--- src/hw/rtl/iahp_pkg.sv ---
`timescale 1ns / 1ps

package iahp_pkg;

    // coefficients are signed Q2.22
    localparam int COEF_W    = 24;
    localparam int COEF_FRAC = 22;
    localparam int COEF_COUNT = 12;

    typedef logic signed [COEF_W-1:0] coef_t;

    // status of the serial multiplier as seen by the sequencer
    typedef struct packed {
        logic busy;
        logic done;
    } mult_stat_t;

    // sections 0..5 feed the first branch, 6..11 the second;
    // sections past the table use zero
    function automatic coef_t coef_at(input logic [31:0] k);
        coef_t c;
        case (k)
            32'd0:   c = -24'sd4191070;
            32'd1:   c = -24'sd4169804;
            32'd2:   c = -24'sd4095470;
            32'd3:   c = -24'sd3811414;
            32'd4:   c = -24'sd2843468;
            32'd5:   c = -24'sd332231;
            32'd6:   c = -24'sd4183093;
            32'd7:   c = -24'sd4144697;
            32'd8:   c = -24'sd3998702;
            32'd9:   c = -24'sd3461123;
            32'd10:  c = -24'sd1841514;
            32'd11:  c = 24'sd2075998;
            default: c = '0;
        endcase
        return c;
    endfunction

endpackage

--- src/hw/rtl/iahp_serial_mult.sv ---
`timescale 1ns / 1ps

// Bit-serial signed multiply, one coefficient bit per cycle (LSB first),
// followed by rounding, the x_prev add and saturation on the final product.
module iahp_serial_mult #(
    parameter int SAMPLE_WIDTH = 24
) (
    input  logic                           aclk,
    input  logic                           aresetn,
    input  logic                           start,
    input  logic signed [SAMPLE_WIDTH:0]   diff,
    input  iahp_pkg::coef_t                coef,
    input  logic signed [SAMPLE_WIDTH-1:0] prev_in,
    output iahp_pkg::mult_stat_t           stat,
    output logic signed [SAMPLE_WIDTH-1:0] y
);
    localparam int W   = SAMPLE_WIDTH;
    localparam int DW  = W + 1;
    localparam int HW  = W + 2;
    localparam int CW  = iahp_pkg::COEF_W;
    localparam int FR  = iahp_pkg::COEF_FRAC;
    localparam int PW  = HW + CW;
    localparam int QW  = PW - FR;
    localparam int SW  = QW + 1;
    localparam int CNW = $clog2(CW);

    logic signed [DW-1:0]  diff_reg;
    logic signed [HW-1:0]  hi_reg, hi_next;
    logic [CW-1:0]         lo_reg, lo_next;
    logic [CW-1:0]         c_reg, c_next;
    logic [CNW-1:0]        cnt_reg, cnt_next;
    logic                  busy_reg, busy_next;
    logic                  done_reg, done_next;

    logic signed [HW-1:0]  dext;
    logic signed [HW-1:0]  addend;
    logic signed [HW-1:0]  sum;
    logic                  last;
    logic [PW-1:0]         prod;
    logic signed [SW-1:0]  s;

    assign last = (cnt_reg == CNW'(CW - 1));
    assign dext = {diff_reg[DW-1], diff_reg};

    always_comb begin
        // sign bit of the multiplier carries negative weight
        if (c_reg[0]) begin
            addend = last ? -dext : dext;
        end else begin
            addend = '0;
        end
        sum = hi_reg + addend;
    end

    always_comb begin
        hi_next   = hi_reg;
        lo_next   = lo_reg;
        c_next    = c_reg;
        cnt_next  = cnt_reg;
        busy_next = busy_reg;
        done_next = 1'b0;
        if (start) begin
            hi_next   = '0;
            c_next    = coef;
            cnt_next  = '0;
            busy_next = 1'b1;
        end else if (busy_reg) begin
            hi_next  = sum >>> 1;
            lo_next  = {sum[0], lo_reg[CW-1:1]};
            c_next   = {1'b0, c_reg[CW-1:1]};
            cnt_next = cnt_reg + 1'b1;
            if (last) begin
                busy_next = 1'b0;
                done_next = 1'b1;
            end
        end
    end

    always_ff @(posedge aclk) begin
        if (!aresetn) begin
            busy_reg <= 1'b0;
            done_reg <= 1'b0;
            cnt_reg  <= '0;
        end else begin
            busy_reg <= busy_next;
            done_reg <= done_next;
            cnt_reg  <= cnt_next;
        end
    end

    always_ff @(posedge aclk) begin
        if (start) begin
            diff_reg <= diff;
        end
        hi_reg <= hi_next;
        lo_reg <= lo_next;
        c_reg  <= c_next;
    end

    // round half up: floor(p / 2^FR) plus bit FR-1, then add x_prev
    assign prod = {hi_reg, lo_reg};
    assign s = {prod[PW-1], prod[PW-1:FR]}
             + {{(SW - W){prev_in[W-1]}}, prev_in}
             + SW'(prod[FR-1]);

    always_comb begin
        if (s[SW-1:W-1] != {(SW - W + 1){s[SW-1]}}) begin
            y = s[SW-1] ? {1'b1, {(W - 1){1'b0}}} : {1'b0, {(W - 1){1'b1}}};
        end else begin
            y = s[W-1:0];
        end
    end

    assign stat.busy = busy_reg;
    assign stat.done = done_reg;

endmodule

--- src/hw/rtl/iahp_sec_mem.sv ---
`timescale 1ns / 1ps

// Per-section x_prev / y_prev storage, cleared by reset.
module iahp_sec_mem #(
    parameter int SAMPLE_WIDTH = 24,
    parameter int DEPTH        = 12
) (
    input  logic                           aclk,
    input  logic                           aresetn,
    input  logic                           wr_en,
    input  logic [$clog2(DEPTH)-1:0]       addr,
    input  logic signed [SAMPLE_WIDTH-1:0] wr_in,
    input  logic signed [SAMPLE_WIDTH-1:0] wr_out,
    output logic signed [SAMPLE_WIDTH-1:0] rd_in,
    output logic signed [SAMPLE_WIDTH-1:0] rd_out
);
    logic signed [SAMPLE_WIDTH-1:0] prev_in_reg  [DEPTH];
    logic signed [SAMPLE_WIDTH-1:0] prev_out_reg [DEPTH];

    always_ff @(posedge aclk) begin
        if (!aresetn) begin
            for (int i = 0; i < DEPTH; i++) begin
                prev_in_reg[i]  <= '0;
                prev_out_reg[i] <= '0;
            end
        end else if (wr_en) begin
            prev_in_reg[addr]  <= wr_in;
            prev_out_reg[addr] <= wr_out;
        end
    end

    assign rd_in  = prev_in_reg[addr];
    assign rd_out = prev_out_reg[addr];

endmodule

--- src/hw/rtl/iir_allpass_hilbert_pair.sv ---
`timescale 1ns / 1ps

// Hilbert pair: each input word runs through two chains of first-order
// allpass sections (y = c*(x - y_prev) + x_prev, Q1.23 samples, Q2.22
// coefficients, saturating); the two chain outputs leave together as one
// output word. All sections share one bit-serial multiplier that takes one
// coefficient bit per cycle, so the sections of both chains run one after
// another for each word.
// A new word is taken while the previous result still waits in the output
// register. No warm-up after reset: section memories clear at once.
module iir_allpass_hilbert_pair #(
    parameter int SECTIONS_PER_BRANCH = 6,
    parameter int SAMPLE_WIDTH        = 24
) (
    input  logic                           aclk,
    input  logic                           aresetn,
    input  logic                           s_valid,
    output logic                           s_ready,
    input  logic signed [SAMPLE_WIDTH-1:0] s_sample_in,
    output logic                           m_valid,
    input  logic                           m_ready,
    output logic signed [SAMPLE_WIDTH-1:0] m_phase_a_out,
    output logic signed [SAMPLE_WIDTH-1:0] m_phase_b_out
);
    localparam int W     = SAMPLE_WIDTH;
    localparam int DEPTH = 2 * SECTIONS_PER_BRANCH;
    localparam int KW    = $clog2(DEPTH);

    typedef enum logic [3:0] {
        ST_IDLE  = 4'b0001,
        ST_START = 4'b0010,
        ST_MULT  = 4'b0100,
        ST_OUT   = 4'b1000
    } state_t;

    state_t                state_reg, state_next;
    logic [KW-1:0]         k_reg, k_next;
    logic signed [W-1:0]   samp_reg, samp_next;
    logic signed [W-1:0]   x_reg, x_next;
    logic signed [W-1:0]   a_reg, a_next;
    logic signed [W-1:0]   b_reg, b_next;
    logic                  m_valid_reg, m_valid_next;
    logic signed [W-1:0]   out_a_reg, out_a_next;
    logic signed [W-1:0]   out_b_reg, out_b_next;

    logic                  wr_en;
    logic                  start;
    logic signed [W-1:0]   rd_in, rd_out;
    logic signed [W:0]     diff;
    logic signed [W-1:0]   y;
    iahp_pkg::mult_stat_t  mstat;
    iahp_pkg::coef_t       coef;

    assign diff = {x_reg[W-1], x_reg} - {rd_out[W-1], rd_out};
    assign coef = iahp_pkg::coef_at(32'(k_reg));

    iahp_sec_mem #(
        .SAMPLE_WIDTH (W),
        .DEPTH        (DEPTH)
    ) u_mem (
        .aclk    (aclk),
        .aresetn (aresetn),
        .wr_en   (wr_en),
        .addr    (k_reg),
        .wr_in   (x_reg),
        .wr_out  (y),
        .rd_in   (rd_in),
        .rd_out  (rd_out)
    );

    iahp_serial_mult #(
        .SAMPLE_WIDTH (W)
    ) u_mult (
        .aclk    (aclk),
        .aresetn (aresetn),
        .start   (start),
        .diff    (diff),
        .coef    (coef),
        .prev_in (rd_in),
        .stat    (mstat),
        .y       (y)
    );

    always_comb begin
        state_next   = state_reg;
        k_next       = k_reg;
        samp_next    = samp_reg;
        x_next       = x_reg;
        a_next       = a_reg;
        b_next       = b_reg;
        m_valid_next = m_valid_reg;
        out_a_next   = out_a_reg;
        out_b_next   = out_b_reg;
        wr_en        = 1'b0;
        start        = 1'b0;

        if (m_valid_reg && m_ready) begin
            m_valid_next = 1'b0;
        end

        case (state_reg)
            ST_IDLE: begin
                if (s_valid) begin
                    samp_next  = s_sample_in;
                    x_next     = s_sample_in;
                    k_next     = '0;
                    state_next = ST_START;
                end
            end
            ST_START: begin
                start      = 1'b1;
                state_next = ST_MULT;
            end
            ST_MULT: begin
                if (mstat.done) begin
                    wr_en = 1'b1;
                    if (k_reg == KW'(DEPTH - 1)) begin
                        b_next     = y;
                        state_next = ST_OUT;
                    end else begin
                        // second branch restarts from the input word
                        if (k_reg == KW'(SECTIONS_PER_BRANCH - 1)) begin
                            a_next = y;
                            x_next = samp_reg;
                        end else begin
                            x_next = y;
                        end
                        k_next     = k_reg + 1'b1;
                        state_next = ST_START;
                    end
                end
            end
            ST_OUT: begin
                if (!m_valid_reg || m_ready) begin
                    m_valid_next = 1'b1;
                    out_a_next   = a_reg;
                    out_b_next   = b_reg;
                    state_next   = ST_IDLE;
                end
            end
            default: begin
                state_next = ST_IDLE;
            end
        endcase
    end

    always_ff @(posedge aclk) begin
        if (!aresetn) begin
            state_reg   <= ST_IDLE;
            m_valid_reg <= 1'b0;
            k_reg       <= '0;
        end else begin
            state_reg   <= state_next;
            m_valid_reg <= m_valid_next;
            k_reg       <= k_next;
        end
    end

    always_ff @(posedge aclk) begin
        samp_reg  <= samp_next;
        x_reg     <= x_next;
        a_reg     <= a_next;
        b_reg     <= b_next;
        out_a_reg <= out_a_next;
        out_b_reg <= out_b_next;
    end

    assign s_ready       = (state_reg == ST_IDLE);
    assign m_valid       = m_valid_reg;
    assign m_phase_a_out = out_a_reg;
    assign m_phase_b_out = out_b_reg;

endmodule

--- config.mk ---
export PLATFORM = sky130hd
export DESIGN_NAME = iir_allpass_hilbert_pair
export DESIGN_NICKNAME = d
export VERILOG_FILES = /design/src/hw/rtl/iahp_pkg.sv /design/src/hw/rtl/iahp_serial_mult.sv /design/src/hw/rtl/iahp_sec_mem.sv /design/src/hw/rtl/iir_allpass_hilbert_pair.sv
export SDC_FILE = /design/constraint.sdc
export NUM_CORES = 1
export LEC_CHECK = 0
export BUFFER_PORTS_ARGS = -buffer_cell sky130_fd_sc_hd__buf_2
export CAP_MARGIN = 30
export CORE_UTILIZATION = 45
export CTS_BUF_LIST = sky130_fd_sc_hd__clkbuf_4
export CTS_CLUSTER_DIAMETER = 30
export DETAILED_ROUTE_END_ITERATION = 7
export HOLD_SLACK_MARGIN = 0.03
export PLACE_DENSITY_LB_ADDON = 0.08
export SKIP_LAST_GASP = 1
export SYNTH_ARGS = -nofsm -noshare
export SYNTH_HDL_FRONTEND = slang
export SYNTH_SLANG_ARGS = --single-unit
--- constraint.sdc ---
create_clock -name aclk -period 10.9 [get_ports aclk]
set_clock_uncertainty 0.2 [all_clocks]
set_input_delay 2.18 -clock aclk [delete_from_list [all_inputs] [get_ports aclk]]
set_output_delay 2.18 -clock aclk [all_outputs]
set_load 0.01 [all_outputs]
Yosys cells after proc, flatten, opt, wreduce, memory -nomap -nowiden
Memory sizes are Yosys's and may differ from the RTL's. A register that Yosys moved wholly into a read port is not among the register bits. Cells that the tools add are included.

Add/subtract/negate cells: 7. Equal/unequal tests: 12. Muxes and demuxes: 46. Reduce and logical (&&, ||, !) cells: 16. Bitwise operators: 4.

Operator list (number): 2-to-1 mux 24 bit (10); 2-to-1 mux 4 bit (15); 2-to-1 mux 26 bit (2); case mux 24 bit (2 select lines) (1); OR reduction 24 bit (2); adder 29 x 1 -> 29 bit (1); adder 27 x 24 -> 28 bit (1); adder 25 x 26 -> 26 bit (1); negator 25 -> 26 bit (1); subtractor 24 x 24 -> 25 bit (1); 2-to-1 mux 1 bit (16); case mux 4 bit (4 select lines) (1); equality test 4 x 3 -> 1 bit, second input constant (2); equality test 4 bit, second input constant (2); case mux 4 bit (2 select lines) (1); AND reduction 4 bit (2); != test 2 bit, second input constant (3); AND reduction 2 bit (3); AND reduction 3 bit (2); adder 5 x 1 -> 5 bit, second input constant (1); equality test 5 bit, second input constant (1); != test 5 bit (1); adder 4 x 1 -> 4 bit, second input constant (1); equality test 4 x 1 -> 1 bit, second input constant (1); other kinds (9) (13).

Register bits after elaboration: 258. Word-level logic and storage cells: 104. RAM bits: 576. Bits of input ports: 28. Memories kept: 3. Bits in read-only memories: 384.

Memories: (no name shown) (words 16, bits a word 24, rd ports 1, clocked after Yosys merged registers in 1, wr ports 0, line iahp_pkg.sv:22) `case (k)`; u_mem.prev_in_reg (words 12, bits a word 24, rd ports 1, clocked after Yosys merged registers in 1, wr ports 12, line iahp_sec_mem.sv:17) `logic signed [SAMPLE_WIDTH-1:0] prev_in_reg [DEPTH];`; u_mem.prev_out_reg (words 12, bits a word 24, rd ports 1, clocked after Yosys merged registers in 1, wr ports 12, line iahp_sec_mem.sv:18) `logic signed [SAMPLE_WIDTH-1:0] prev_out_reg [DEPTH];`.

Logic depth before layout (Yosys ltp)
Depth in word-level cells: 8. Mapped depth: 23. Gate-level depth less buffers: 19.

By module
From an unflattened synthesis, not the netlist that was laid out.

Cells, all modules: 3342. Area total of the unflattened synthesis: 48206.2 µm².

Modules (own cells, without submodules): iahp_sec_mem (instances 1, sequential area each 23062.1 µm², area each 32907.8 µm², cells an instance 1892); iahp_serial_mult (instances 1, sequential area each 2202.1 µm², area each 7744.9 µm², cells an instance 872); iir_allpass_hilbert_pair (instances 1, sequential area each 4964.8 µm², area each 7553.5 µm², cells an instance 578).

Worst setup path before layout
No wires, ideal clock.

Path kind: in2reg. From: in aresetn. To: mem u_mem.prev_in_reg[15][0], enable pin. Stages: 3. Setup slack: 4.391 ns. Library setup time: 0.513 ns. Data arrival time: 5.797 ns. Required time: 10.187 ns. Cell sequence: and2_1 > nand2_1 > nor3_1.

RTL lines: start, declared (line iir_allpass_hilbert_pair.sv:16) `input logic aresetn,`; end, declared (line iahp_sec_mem.sv:17).

==> impl_results.md <==
* Post_cts resized at 0
* Hold_buf cts at 0
* Synth Flop Type: edfxtp_1
* Share of cells above drive strength 1 at 0.245
* Metal-1 WL at 61600 um
* Synth unique cells at 91
* Commonest cells after routing, fill and taps aside: edfxtp_1, nor2_1, clkbuf_4
* Vias per cell at 5.97
* TNS Setup at 0 ns
* CTS root buffer: clkbuf_4
* Mapped Nets at 3433
* Max layer used: met5
* CP Max Fanout at 33
* Outcome: complete, no violations
* Final Hold Vio Count at 0
* Wirelength, routed at 145000 um
* Filler Cell Count at 9025
* CTS tree: done
* Die Area at 106000 um2
* Max Buffers Root-to-Sink at 4
* Kind of critical path: flop to flop
* Met2 Routed Length at 66800 um
* Antenna violations before repair at 8
* Clock sink count at 1032
* DP Wirelength at 89700 um
* Count of mapped cells out of synthesis at 3313
* Most common cell after layout, fill and taps aside: edfxtp_1
* Layout Nets at 3671
* Post-synth EDFFs at 964
* Mapped Area at 47300 um2
* Cell Pwr Density at 211 nW/um2
* Final Slew Violations at 0
* IO Pins at 78
* Crit path required time at 11.66 ns
* Final setup fails at 0
* Final min period at 8.34 ns
* Avg Inst Size Synth at 14.3 um2
* Area leader, netlist: edfxtp_1
* Latest clock arrival within the worst-skew pair at 1.16 ns
* CP Data Arrival Time at 9.10 ns
* Fin crit share at 0.765
* Post-CTS Setup Bufs at 0
* TritonCTS Buffers at 305
* Initial DRT Pass Iterations at 5
* Worst setup SP type: flop
* Iteration-0 DRC Markers at 3226
* Critical Path End Type: flop
* Hold Path Class: flop to flop
* P&R area growth vs syn at 11.7%
* Core area at 104000 um2
* First-pass GRT wire length at 208000 um
* P_leak at 19.1 nW
* Rows at 118
* Post-route ant nets at 0
* Hold slack at 0.210 ns
* Gr usage total at 0.273
* Ys async rst share at 0
* Vias at 30.5k
* Unrepaired setup endpoints after global routing: false
* Share of the synthesized area in the top cell type at 0.612
* Initial Util at 0.455
* H-tree depth reported by CTS at 5
* Drt drc at 0
* Chip Width at 326 um
* Die Y at 326 um
* Fmax at 120 MHz
* Met3 WL post-DR at 11800 um
* Ranking of synthesized cells by area: edfxtp_1, mux4_2, nor2_1
* Total power at 0.0111 W
* Worst-Margin Slew at 1.22 ns
* Relative slew margins at 0.176
* Peak supply drop at 0.000153 V
* Synthesized flop and latch total at 1032
* Largest net degree at the start of global routing at 73
* # Max-Cap Violations at 0
* Grt ovf at 0
* Avg WL per Cell at 28.3 um
* Clock-pin slew on the worst setup and hold paths at 0.07 ns
* Port Buffers at 77
* Gpl congestion at 0.900
* Seq/Total Area, Yosys at 0.641
* Yosys warnings at 0
* Vias in the first global route at 30.8k
==> cells in the mapped netlist (all sizes together), types with 6 or more instances <==
cell type and n:
o21a 23, o211ai 24, a22oi 9, o31ai 7
mux4 240, and2 193, and4 7, buf 73
nor2 477, a211oi 17, mux2i 17, clkbuf 149
o21ai 85, xnor2 64, a211o 8, nor3 43
a21o 23, or2 8, and3 135, or3 20
nand3 31, xor2 24, nor3b 10, nand2b 10
nor2b 21, nor4 12, dfxtp 68, nand2 187
a21oi 73, inv 72, edfxtp 964, o2111ai 7
a31oi 22, o311ai 6, nand4 13, ha 89
==> layer usage <==
metal | track usage | vias up
li1 | - | 13200
met1 | 0.381 | 15600
met2 | 0.423 | 1465
met3 | 0.0575 | 284
met4 | 0.0994 | 2
met5 | 0 | -
==> metrics by stage <==
stage          std cells  cell area (um2)  setup slack [ns]  utilization
3_3_place_gp        4612            49100              2.87        0.473
2_1_floorplan       3313            47300              4.39            -
5_1_grt             5114            52800              1.97        0.508
6_report            5114            52800              2.56        0.508
4_1_cts             5111            52800              2.65        0.508
3_5_place_dp        4622            49200              2.71        0.474
==> final timing paths <==
kind                        from  slack [ns]                                        to  cells past startpoint
min          a_reg[18]$_DFFE_PP_        0.21               m_phase_a_out[18]$_DFFE_PP_                      0
max                         flop        2.56  u_mem.prev_out_reg[11][16]$_SDFFCE_PN0P_                     16
min reg2reg  a_reg[18]$_DFFE_PP_        0.21               m_phase_a_out[18]$_DFFE_PP_                      0
max reg2reg                 flop        2.56  u_mem.prev_out_reg[11][16]$_SDFFCE_PN0P_                     16
==> power by group <==
part	leakage [nW]	internal [W]	total [W]	switching, W
logic	7.43	0.000761	0.00264	0.00188
registers	9.55	0.00480	0.00502	0.000218
clock network	2.14	0.00186	0.00347	0.00161
==> logic make-up (layout without fill, tap and decap cells) <==
logic type | count (synthesis) | in the layout | share of synthesized area
simple gates | 1185 | 1185 | 0.123
flops | 1032 | 1032 | 0.641
compound gates | 363 | 363 | 0.0528
buf+inv | 295 | 715 | 0.0248
mux | 258 | 258 | 0.118
fa+ha+maj | 92 | 92 | 0.0248
xor+xnor | 88 | 88 | 0.0163
other cells | 0 | 1 | 0
==> layout make-up <==
class                      count  area, um2  area share
antenna                        1       2.50   0.0000474
clock buffer                 415       3120      0.0590
clock inverter                74        438     0.00829
inverter                      73        274     0.00519
multi-input combinational   1986      15900       0.302
sequential                  1032      30300       0.574
tap                         1380       1730      0.0327
timing repair buffer         153       1000      0.0190
==> critical path: stages, from the launching register on <==
cell	delay, ns
dfxtp_4	0.82
buf_4	0.51
mux4_2	0.57
mux4_2	0.56
ha_1	0.40
or2_1	0.28
a311o_1	0.47
a311oi_2	0.34
o2111ai_1	0.14
o311a_1	0.19
nor3_2	0.55
and3_1	0.35
a41o_1	0.62
inv_2	0.30
nand2_2	0.62
nand2_1	0.86
nor2_1	0.32
No activity file was read; power rests on OpenSTA's default activity.
